## src/sv/qst_pkg.sv

```systemverilog
// Package for the quadratic servo trajectory block.
// Holds field widths, mode and term codes, register indexes and parameter defaults.
// No dependencies.
package qst_pkg;

  localparam int unsigned SERVO_COUNT_DEF = 4;
  localparam int unsigned COEFF_SHIFT_DEF = 8;

  localparam int unsigned DATA_W   = 32;
  localparam int unsigned TICK_W   = 16;
  localparam int unsigned LEVEL_W  = 10;
  localparam int unsigned POS_W    = 16;
  localparam int unsigned SERVO_W  = 4;
  localparam int unsigned MODE_W   = 2;
  localparam int unsigned TERM_W   = 2;
  localparam int unsigned PADDR_W  = 3;
  localparam int unsigned NUM_TERMS = 3;
  localparam int unsigned BIT_W    = $clog2(DATA_W);

  localparam logic [MODE_W-1:0] MODE_TICK  = 2'd0;
  localparam logic [MODE_W-1:0] MODE_START = 2'd1;
  localparam logic [MODE_W-1:0] MODE_WRITE = 2'd2;

  localparam logic [TERM_W-1:0] TERM_C0 = 2'd0;
  localparam logic [TERM_W-1:0] TERM_C1 = 2'd1;
  localparam logic [TERM_W-1:0] TERM_C2 = 2'd2;

  localparam logic REG_TICK_LIMIT  = 1'b0;
  localparam logic REG_TOUCH_LIMIT = 1'b1;

  localparam logic [LEVEL_W-1:0] TOUCH_LIMIT_RST = 10'h3FF;

endpackage

```

## src/sv/quadratic_servo_trajectory.sv

```systemverilog
// Quadratic servo trajectory generator: top level with control, APB registers and datapath.
// Depends on qst_pkg and qst_ram (one coefficient RAM per polynomial term).
//
// A start or coefficient-write transaction is handled without leaving the idle state. A
// tick while moving emits one position per servo; each servo goes through a coefficient
// read, an operand load, 32 steps of a bit-serial shift-add multiplier that forms
// c2*t*t + c1*t one multiplier bit per cycle, and an output step that waits out any
// output stall. A tick that ends the movement emits one finished result. The next input
// transaction is taken once the tick is fully issued; the last result may still sit in
// the output register. Coefficients read as zero until written; no clearing pass is
// needed after reset.
module quadratic_servo_trajectory
  import qst_pkg::*;
#(
  parameter int unsigned SERVO_COUNT = SERVO_COUNT_DEF,
  parameter int unsigned COEFF_SHIFT = COEFF_SHIFT_DEF
) (
  input  logic                     clk_i,
  input  logic                     rst_ni,
  input  logic                     psel,
  input  logic                     penable,
  input  logic                     pwrite,
  input  logic [PADDR_W-1:0]       paddr,
  input  logic [DATA_W-1:0]        pwdata,
  output logic [DATA_W-1:0]        prdata,
  output logic                     pready,
  input  logic                     in_valid_i,
  output logic                     in_ready_o,
  input  logic [MODE_W-1:0]        mode_i,
  input  logic [SERVO_W-1:0]       servo_index_i,
  input  logic [TERM_W-1:0]        coeff_term_i,
  input  logic signed [DATA_W-1:0] coeff_value_i,
  input  logic [LEVEL_W-1:0]       touch_level_i,
  output logic                     out_valid_o,
  input  logic                     out_ready_i,
  output logic [SERVO_W-1:0]       servo_number_o,
  output logic [POS_W-1:0]         position_o,
  output logic [TICK_W-1:0]        tick_index_o,
  output logic                     finished_o,
  output logic                     last_o
);

  localparam int unsigned ADDR_W = (SERVO_COUNT > 1) ? $clog2(SERVO_COUNT) : 1;

  localparam logic [2:0] ST_IDLE = 3'd0;
  localparam logic [2:0] ST_READ = 3'd1;
  localparam logic [2:0] ST_LOAD = 3'd2;
  localparam logic [2:0] ST_MUL  = 3'd3;
  localparam logic [2:0] ST_EMIT = 3'd4;
  localparam logic [2:0] ST_DONE = 3'd5;

  logic [2:0]                  state_q, state_d;
  logic                        moving_q;
  logic [TICK_W-1:0]           tick_q;
  logic [DATA_W-1:0]           tsq_q;
  logic [SERVO_W-1:0]          k_q;
  logic [BIT_W-1:0]            bit_q;
  logic                        out_valid_q;
  logic [TICK_W-1:0]           tick_limit_q;
  logic [LEVEL_W-1:0]          touch_limit_q;
  logic [SERVO_COUNT-1:0]      vld_q [NUM_TERMS];
  logic [NUM_TERMS-1:0]        rd_vld_q;

  logic [DATA_W-1:0]           a2_q, a1_q, m2_q, acc_q;
  logic [TICK_W-1:0]           m1_q;
  logic [POS_W-1:0]            c0_q;

  logic [SERVO_W-1:0]          servo_number_q;
  logic [POS_W-1:0]            position_q;
  logic [TICK_W-1:0]           tick_index_q;
  logic                        finished_q;
  logic                        last_q;

  logic                        in_acc, go, out_free, last_servo, mul_end;
  logic                        cfg_we, wr_coeff;
  logic                        emit_load, done_load;
  logic [NUM_TERMS-1:0]        ram_we;
  logic [DATA_W-1:0]           ram_rdata [NUM_TERMS];
  logic [DATA_W-1:0]           coef [NUM_TERMS];
  logic [ADDR_W-1:0]           waddr, raddr;
  logic [DATA_W-1:0]           acc_sum;
  logic signed [DATA_W-1:0]    acc_sra;

  // Configuration port
  assign pready = 1'b1;
  assign cfg_we = psel && penable && pwrite && pready;
  assign prdata = (paddr[2] == REG_TICK_LIMIT)
                ? {{(DATA_W-TICK_W){1'b0}}, tick_limit_q}
                : {{(DATA_W-LEVEL_W){1'b0}}, touch_limit_q};

  // Handshake and decode
  assign in_ready_o = (state_q == ST_IDLE);
  assign in_acc     = in_valid_i && in_ready_o;
  assign go         = (touch_level_i < touch_limit_q) && (tick_q < tick_limit_q);
  assign out_free   = !out_valid_q || out_ready_i;
  assign last_servo = (k_q == SERVO_W'(SERVO_COUNT - 1));
  assign mul_end    = (bit_q == BIT_W'(DATA_W - 1));
  assign emit_load  = (state_q == ST_EMIT) && out_free;
  assign done_load  = (state_q == ST_DONE) && out_free;
  assign wr_coeff   = in_acc && (mode_i == MODE_WRITE)
                   && ({1'b0, servo_index_i} < (SERVO_W + 1)'(SERVO_COUNT))
                   && (coeff_term_i inside {TERM_C0, TERM_C1, TERM_C2});
  assign waddr      = servo_index_i[ADDR_W-1:0];
  assign raddr      = k_q[ADDR_W-1:0];

  // Coefficient RAMs, one per term
  for (genvar g = 0; g < NUM_TERMS; g++) begin : g_term
    assign ram_we[g] = wr_coeff && (coeff_term_i == TERM_W'(g));
    assign coef[g]   = ram_rdata[g] & {DATA_W{rd_vld_q[g]}};

    qst_ram #(
      .WIDTH (DATA_W),
      .DEPTH (SERVO_COUNT)
    ) u_ram (
      .clk_i   (clk_i),
      .we_i    (ram_we[g]),
      .waddr_i (waddr),
      .wdata_i ($unsigned(coeff_value_i)),
      .raddr_i (raddr),
      .rdata_o (ram_rdata[g])
    );

    always_ff @(posedge clk_i or negedge rst_ni) begin
      if (!rst_ni) begin
        vld_q[g] <= '0;
      end else if (ram_we[g]) begin
        vld_q[g][waddr] <= 1'b1;
      end
    end

    always_ff @(posedge clk_i) begin
      rd_vld_q[g] <= vld_q[g][raddr];
    end
  end

  // Shift-add step and final scaling
  assign acc_sum = acc_q + (m2_q[0] ? a2_q : '0) + (m1_q[0] ? a1_q : '0);
  assign acc_sra = $signed(acc_q) >>> COEFF_SHIFT;

  always_comb begin
    state_d = state_q;
    case (state_q)
      ST_IDLE: begin
        if (in_acc && (mode_i == MODE_TICK) && moving_q) begin
          state_d = go ? ST_READ : ST_DONE;
        end
      end
      ST_READ: state_d = ST_LOAD;
      ST_LOAD: state_d = ST_MUL;
      ST_MUL: begin
        if (mul_end) begin
          state_d = ST_EMIT;
        end
      end
      ST_EMIT: begin
        if (out_free) begin
          state_d = last_servo ? ST_IDLE : ST_READ;
        end
      end
      ST_DONE: begin
        if (out_free) begin
          state_d = ST_IDLE;
        end
      end
      default: state_d = ST_IDLE;
    endcase
  end

  always_ff @(posedge clk_i or negedge rst_ni) begin
    if (!rst_ni) begin
      state_q       <= ST_IDLE;
      moving_q      <= 1'b0;
      tick_q        <= '0;
      tsq_q         <= '0;
      k_q           <= '0;
      bit_q         <= '0;
      out_valid_q   <= 1'b0;
      tick_limit_q  <= '0;
      touch_limit_q <= TOUCH_LIMIT_RST;
    end else begin
      state_q     <= state_d;
      out_valid_q <= emit_load || done_load || (out_valid_q && !out_ready_i);
      if (cfg_we) begin
        if (paddr[2] == REG_TICK_LIMIT) begin
          tick_limit_q <= pwdata[TICK_W-1:0];
        end else begin
          touch_limit_q <= pwdata[LEVEL_W-1:0];
        end
      end
      if (in_acc && (mode_i == MODE_START)) begin
        tick_q   <= '0;
        tsq_q    <= '0;
        moving_q <= 1'b1;
      end
      if (in_acc && (mode_i == MODE_TICK)) begin
        k_q <= '0;
        if (moving_q && !go) begin
          moving_q <= 1'b0;
        end
      end
      if (state_q == ST_MUL) begin
        bit_q <= bit_q + 1'b1;
      end
      if (emit_load) begin
        if (last_servo) begin
          tick_q <= tick_q + 1'b1;
          tsq_q  <= tsq_q + {{(DATA_W-TICK_W-1){1'b0}}, tick_q, 1'b1};
        end else begin
          k_q <= k_q + 1'b1;
        end
      end
    end
  end

  always_ff @(posedge clk_i) begin
    if (state_q == ST_LOAD) begin
      a2_q  <= coef[TERM_C2];
      a1_q  <= coef[TERM_C1];
      c0_q  <= coef[TERM_C0][POS_W-1:0];
      m2_q  <= tsq_q;
      m1_q  <= tick_q;
      acc_q <= '0;
    end else if (state_q == ST_MUL) begin
      acc_q <= acc_sum;
      a2_q  <= a2_q << 1;
      a1_q  <= a1_q << 1;
      m2_q  <= m2_q >> 1;
      m1_q  <= m1_q >> 1;
    end
    if (emit_load) begin
      servo_number_q <= k_q;
      position_q     <= acc_sra[POS_W-1:0] + c0_q;
      tick_index_q   <= tick_q;
      finished_q     <= 1'b0;
      last_q         <= last_servo;
    end else if (done_load) begin
      servo_number_q <= '0;
      position_q     <= '0;
      tick_index_q   <= tick_q;
      finished_q     <= 1'b1;
      last_q         <= 1'b1;
    end
  end

  assign out_valid_o    = out_valid_q;
  assign servo_number_o = servo_number_q;
  assign position_o     = position_q;
  assign tick_index_o   = tick_index_q;
  assign finished_o     = finished_q;
  assign last_o         = last_q;

`ifndef SYNTHESIS
  a_square_tracks_tick: assert property (@(posedge clk_i) disable iff (!rst_ni)
    tsq_q == DATA_W'({{(DATA_W-TICK_W){1'b0}}, tick_q} * {{(DATA_W-TICK_W){1'b0}}, tick_q}))
    else $error("tick square out of step with tick counter");

  a_finished_shape: assert property (@(posedge clk_i) disable iff (!rst_ni)
    (out_valid_o && finished_o) |-> (last_o && (position_o == '0) && (servo_number_o == '0)))
    else $error("finished result malformed");

  a_stop_clears_flag: assert property (@(posedge clk_i) disable iff (!rst_ni)
    (state_q == ST_DONE) |-> !moving_q)
    else $error("moving flag still set while ending movement");

  a_servo_in_range: assert property (@(posedge clk_i) disable iff (!rst_ni)
    k_q <= SERVO_W'(SERVO_COUNT - 1))
    else $error("servo counter beyond servo count");
`endif

endmodule

```

## src/sv/qst_ram.sv

```systemverilog
// Generic single-write, single-read RAM with registered read data.
// No dependencies.
module qst_ram #(
  parameter int unsigned WIDTH = 32,
  parameter int unsigned DEPTH = 4,
  localparam int unsigned ADDR_W = (DEPTH > 1) ? $clog2(DEPTH) : 1
) (
  input  logic              clk_i,
  input  logic              we_i,
  input  logic [ADDR_W-1:0] waddr_i,
  input  logic [WIDTH-1:0]  wdata_i,
  input  logic [ADDR_W-1:0] raddr_i,
  output logic [WIDTH-1:0]  rdata_o
);

  logic [WIDTH-1:0] mem_q [DEPTH];

  always_ff @(posedge clk_i) begin
    if (we_i) begin
      mem_q[waddr_i] <= wdata_i;
    end
    rdata_o <= mem_q[raddr_i];
  end

endmodule
```

## config.mk

```make
export PLATFORM = sky130hd
export DESIGN_NAME = quadratic_servo_trajectory
export DESIGN_NICKNAME = d
export VERILOG_FILES = /design/src/sv/qst_pkg.sv /design/src/sv/quadratic_servo_trajectory.sv /design/src/sv/qst_ram.sv
export SDC_FILE = /design/constraint.sdc
export NUM_CORES = 1
export LEC_CHECK = 0
export ABC_AREA = 1
export BUFFER_PORTS_ARGS = -buffer_cell sky130_fd_sc_hd__buf_2
export CORE_AREA = 5 5 286 288
export DETAILED_ROUTE_END_ITERATION = 10
export DIE_AREA = 0 0 291 293
export SETUP_SLACK_MARGIN = 0.1
export SKIP_CTS_REPAIR_TIMING = 1
export SYNTH_ARGS = -nofsm -noshare
export SYNTH_HDL_FRONTEND = slang
export SYNTH_HIERARCHICAL = 1
export SYNTH_SLANG_ARGS = --single-unit
```

## constraint.sdc

```tcl
create_clock -name clk_i -period 3.61 [get_ports clk_i]
set_input_delay 0.361 -clock clk_i [delete_from_list [all_inputs] [get_ports clk_i]]
set_output_delay 0.361 -clock clk_i [all_outputs]
set_load 0.05 [all_outputs]
```

* After elaboration in Yosys (flattened, before gate mapping) *
Memories as Yosys holds them, arrays and structs flattened. A register that Yosys moved wholly into a read port is not among the register bits.
Cells that the tools add are included.

storage, ports and cells
  flip-flop bits (word level) = 301
  bits in writable memories = 384
  input port bits = 92
  output and inout bits = 73
  logic and storage cells = 149
  memories = 3

memories
  memory                 words  bits a word  read ports  clocked after memory_dff  wr ports  line           text
  g_term[0].u_ram.mem_q  4      32           1           1                         1         qst_ram.sv:16  logic [WIDTH-1:0] mem_q [DEPTH];
  g_term[1].u_ram.mem_q  4      32           1           1                         1         qst_ram.sv:16
  g_term[2].u_ram.mem_q  4      32           1           1                         1         qst_ram.sv:16

operators by class
  $add $sub $neg = 7
  magnitude comparators = 6
  equal/unequal tests = 15
  muxes and demuxes = 52
  bitwise gates (word level) = 7
  reductions and logical operators = 33

operators by type and width
  cell                                                                          number
  32-bit 2-to-1 mux                                                             11
  16-bit 2-to-1 mux                                                             10
  32-bit adder                                                                  2
  32-bit bitwise AND                                                            2
  32-bit by 17-bit adder with 32-bit output                                     1
  4-bit 2-to-1 mux                                                              5
  1-bit logical AND                                                             18
  3-bit one-hot mux with 6 select lines                                         1
  16-bit by 1-bit adder with 16-bit output, second input constant               1
  16-bit adder                                                                  1
  16-bit bitwise AND                                                            1
  16-bit less-than comparator                                                   1
  1-bit 2-to-1 mux                                                              16
  3-bit 2-to-1 mux                                                              5
  4-bit bitwise OR                                                              3
  10-bit less-than comparator                                                   1
  1-bit binary-select mux with 2-bit select                                     3
  3-bit by 2-bit == test with 1-bit output, second input constant               2
  3-bit == test, second input constant                                          2
  2-bit by 3-bit less-than comparator with 1-bit output, second input constant  2
  2-bit inequality test, second input constant                                  3
  5-bit by 1-bit adder with 5-bit output, second input constant                 1
  5-bit == test, second input constant                                          1
  4-bit by 1-bit adder with 4-bit output, second input constant                 1
  17 further kinds                                                              26

* Depth between registers and ports, before layout *
  depth in word-level cells = 8
  depth in mapped cells = 18
  mapped depth without buffers = 16

* Hierarchy *
The synthesis kept the hierarchy.

modules (own cells, without submodules)
  module                      times used  cells each  area an instance (um^2)  sequential area each (um^2)
  qst_ram                     3           541         6078.3                   4484.3
  quadratic_servo_trajectory  1           2203        17001.3                  7549.7

* Worst setup path after synthesis *
No wires, ideal clock.

  path kind = register to register
  start point = register state_q[0]
  end point = memory g_term[0].u_ram.mem_q[0][0] (enable)
  setup time = 0.461 ns
  arrival = 3.458 ns
  required time = 3.149 ns
  setup slack = -0.310 ns
  cell stages (with the launch flop) = 11
  path buffers = 1
  clock period less this slack = 3.920 ns
  path through = dfrtp_1 buf_6 nor2_4 nand2_2 nor2_4 nand2_1 nor4_1 nand2_1 nor2_1 inv_1 nor3_1

between the ends
  longest elaborated chain between the ends = 8

RTL lines
  what                                    line                               text
  start: declaration                      quadratic_servo_trajectory.sv:52   logic [2:0] state_q, state_d;
  start signal: assignment                quadratic_servo_trajectory.sv:181  state_q <= state_d;
  3-bit logical NOT                       quadratic_servo_trajectory.sv:92   assign in_ready_o = (state_q == ST_IDLE);
  1-bit logical AND                       quadratic_servo_trajectory.sv:93   assign in_acc = in_valid_i && in_ready_o;
  1-bit logical AND                       quadratic_servo_trajectory.sv:100  assign wr_coeff = in_acc && (mode_i == MODE_WRITE)
  1-bit logical AND                       quadratic_servo_trajectory.sv:101  && ({1'b0, servo_index_i} < (SERVO_W + 1)'(SERVO_COUNT))
  1-bit logical AND                       quadratic_servo_trajectory.sv:102  && (coeff_term_i inside {TERM_C0, TERM_C1, TERM_C2});
  1-bit logical AND                       quadratic_servo_trajectory.sv:108  assign ram_we[g] = wr_coeff && (coeff_term_i == TERM_W'(g));
  named net ram_we[0]                     quadratic_servo_trajectory.sv:77   logic [NUM_TERMS-1:0] ram_we;
  1-bit 2-to-1 mux                        qst_ram.sv:19                      if (we_i) begin
  1-bit 2-to-1 mux (not written as such)  qst_ram.sv:20                      mem_q[waddr_i] <= wdata_i;
  end: declaration                        qst_ram.sv:16

The timed path passes the listed nets, and every way through them passes these cells.

* Worst setup path after layout *
  start point = register m2_q[0]
  end point = register acc_q[19]

between the ends
  longest elaborated chain between the ends = 3

RTL lines
  what                        line                               text
  start: declaration          quadratic_servo_trajectory.sv:64   logic [DATA_W-1:0] a2_q, a1_q, m2_q, acc_q;
  start signal: assignment    quadratic_servo_trajectory.sv:220  m2_q <= tsq_q;
  start signal: assignment    quadratic_servo_trajectory.sv:227  m2_q <= m2_q >> 1;
  32-bit 2-to-1 mux           quadratic_servo_trajectory.sv:137  assign acc_sum = acc_q + (m2_q[0] ? a2_q : '0) + (m1_q[0] ? a1_q : '0);
  32-bit adder (2 in series)  quadratic_servo_trajectory.sv:137
  end signal: assignment      quadratic_servo_trajectory.sv:224  acc_q <= acc_sum;
  end: declaration            quadratic_servo_trajectory.sv:64

Every way passes these cells.
A chain may end at the register's enable or synchronous reset.

==> results.cfg <==
[outcome]
status = finished, violations left
violations = hold timing

[placed_design]
port-buffer-count = 121
dp_hpwl_mm = 47.2
place_area_um2 = 30900
gp_congestion = 0.891

[detailed_routing]
drt_iter0_drc = 1251
routed_wl_mm = 69.2
routed_via_density = 4.63
drtPass1Iterations = 5
wire_per_inst_um = 15.3
vias = 21000
remaining_drc_errors = 0
ant_nets = 0

[power_and_ir_drop]
ir_worst_vdd_mv = 0.673
p_leak_nw = 15.9
p_per_area_nw_per_um2 = 823

[global_route]
grt_use_total_pct = 16.1
grt_pass1_wl_mm = 110
grt_max_degree = 85
grt_antenna_before_repair = 5
first_global_vias = 20300
grt-ovfl-total = 0

[timing]
setup_violations = 0
hold_ws_ns = -0.000911
setup_tns_ns = 0
drv_slew = 0
slew_headroom_pct = 32.9
tightest_slew_ns = 1.00
timing.final.crit_share_pct = 82.4
hold_viol = 1
rsz0062_at_grt = false
finClkSkew_ns = 0.0311
period_needed_ns = 2.97
fmax_mhz = 336

[finish]
mostFrequentLayoutCell = nand2_1
post-route-util_pct = 42.3
layout_common_cells = 1055 x nand2_1, 598 x inv_1, 405 x edfxtp_1
seq_area_um2 = 16500
multi_input_comb_area_um2 = 9800
syn_to_final_growth_pct = 13.4
fillers = 7667
final_area_um2 = 33300
layout.nets = 3625
drive_gt1_share_pct = 8.96

[floorplanning]
die_y_um = 293
fp.dieW_um = 291
pin_count = 165
fp.coreArea_um2 = 78600
initial_utilization_pct = 37.3
dieArea_um2 = 85300
rows = 103

[critical_path]
cp-end-kind = flop
crit_arrival_ns = 3.47
worst-path-max-fanout = 13
crit_required_ns = 4.10
crit_path_start_kind = flop
path_class = reg -> reg

[clock_network]
path_clk_slew_ns = 0.06
clkSinkCount = 597
cts_tree = yes
cts_inserted_buffers = 68
insertion_delay_ns = 0.62
clk_path_buf_depth = 3
htree_levels = 3
cts_root_buf = clkbuf_16

[yosys]
syn_inst = 3309
syn_area_um2 = 29300
syn_area_per_cell_um2 = 8.86
ys.warnings.count = 6

[min_path]
hold_path.class = in -> reg

[flow_run]
maxCapViolations = 0
[registers in the layout, indices dropped and copies added, names as in the netlist, 3 cells and up]
| register | count |
|---|---|
| tsq_q | 32 |
| a2_q | 24 |
| a1_q | 24 |
| servo_number_o | 4 |
| vld_q | 12 |
| tick_q | 16 |
| acc_q | 24 |
| state_q | 3 |
| touch_limit_q | 10 |
| bit_q | 5 |
| m1_q | 16 |
| tick_limit_q | 16 |
| position_o | 16 |
| rd_vld_q | 3 |
| tick_index_o | 16 |
| c0_q | 16 |
| g_term.u_ram/mem_q | 256 |
| g_term.u_ram/rdata_o | 64 |
| k_q | 4 |
| m2_q | 32 |
[report_power, final]
group	total (mW)	switching, mW	leakage, nW	internal [mW]
logic	10.2	6.93	8.94	3.22
clock network	7.01	2.83	1.13	4.18
registers	10.2	0.986	5.81	9.24
total	27.4	10.7	15.9	16.6
[per-layer routing]
metal  share of wire, %  global-route usage, %  vias to the layer above
li1                   -                      -                    10700
met1                 43                   20.7                     9700
met2                 48                   27.7                      479
met3                5.8                   3.04                      106
met4                2.5                   4.80                        4
met5              0.039                      0                        -
[worst paths after layout]
kind,from,endpoint,slack (ns),cells past startpoint
max,m2_q[0],acc_q[19],0.64,15
min,pwdata[9],touch_limit_q[9],-0.0009,3
max reg2reg,m2_q[0],acc_q[19],0.64,15
min reg2reg,vld_q[6],vld_q[6],0.47,1
max in group asynchronous,rst_ni,touch_limit_q[8],2.36,3
min in group asynchronous,rst_ni,tick_limit_q[0],0.35,2
[final cells by class]
cell class | count | area share, %
sequential | 597 | 49.7
timing repair buffer | 168 | 3.02
inverter | 609 | 6.88
antenna | 2 | 0.0150
clock buffer | 93 | 5.70
clock inverter | 33 | 1.28
multi-input combinational | 1982 | 29.5
tap | 1050 | 3.95
[through the flow]
stage	std cells	setup slack, ns	total power [mW]
after CTS	4524	0.655	27.7
after detailed placement	4398	0.638	20.6
after global placement	4398	0.713	20.5
final	4534	0.636	27.4
after global routing	4533	0.376	29.5
after floorplan	3324	0.246	17.8
[critical path, cell delays in order (launching register included)]
cell and delay [ns]:
edfxtp_1 0.38, buf_4 0.19, buf_4 0.19, nand2_1 0.07, inv_1 0.05, fa_1 0.43, ha_1 0.39, nand2_1 0.14
nor2_1 0.33, nand3_1 0.18, nand3_1 0.17, nand2_1 0.08, nand3_1 0.07, nand3_1 0.07, nand2_1 0.07, inv_1 0.03
Power figures use the tool's default switching activity.
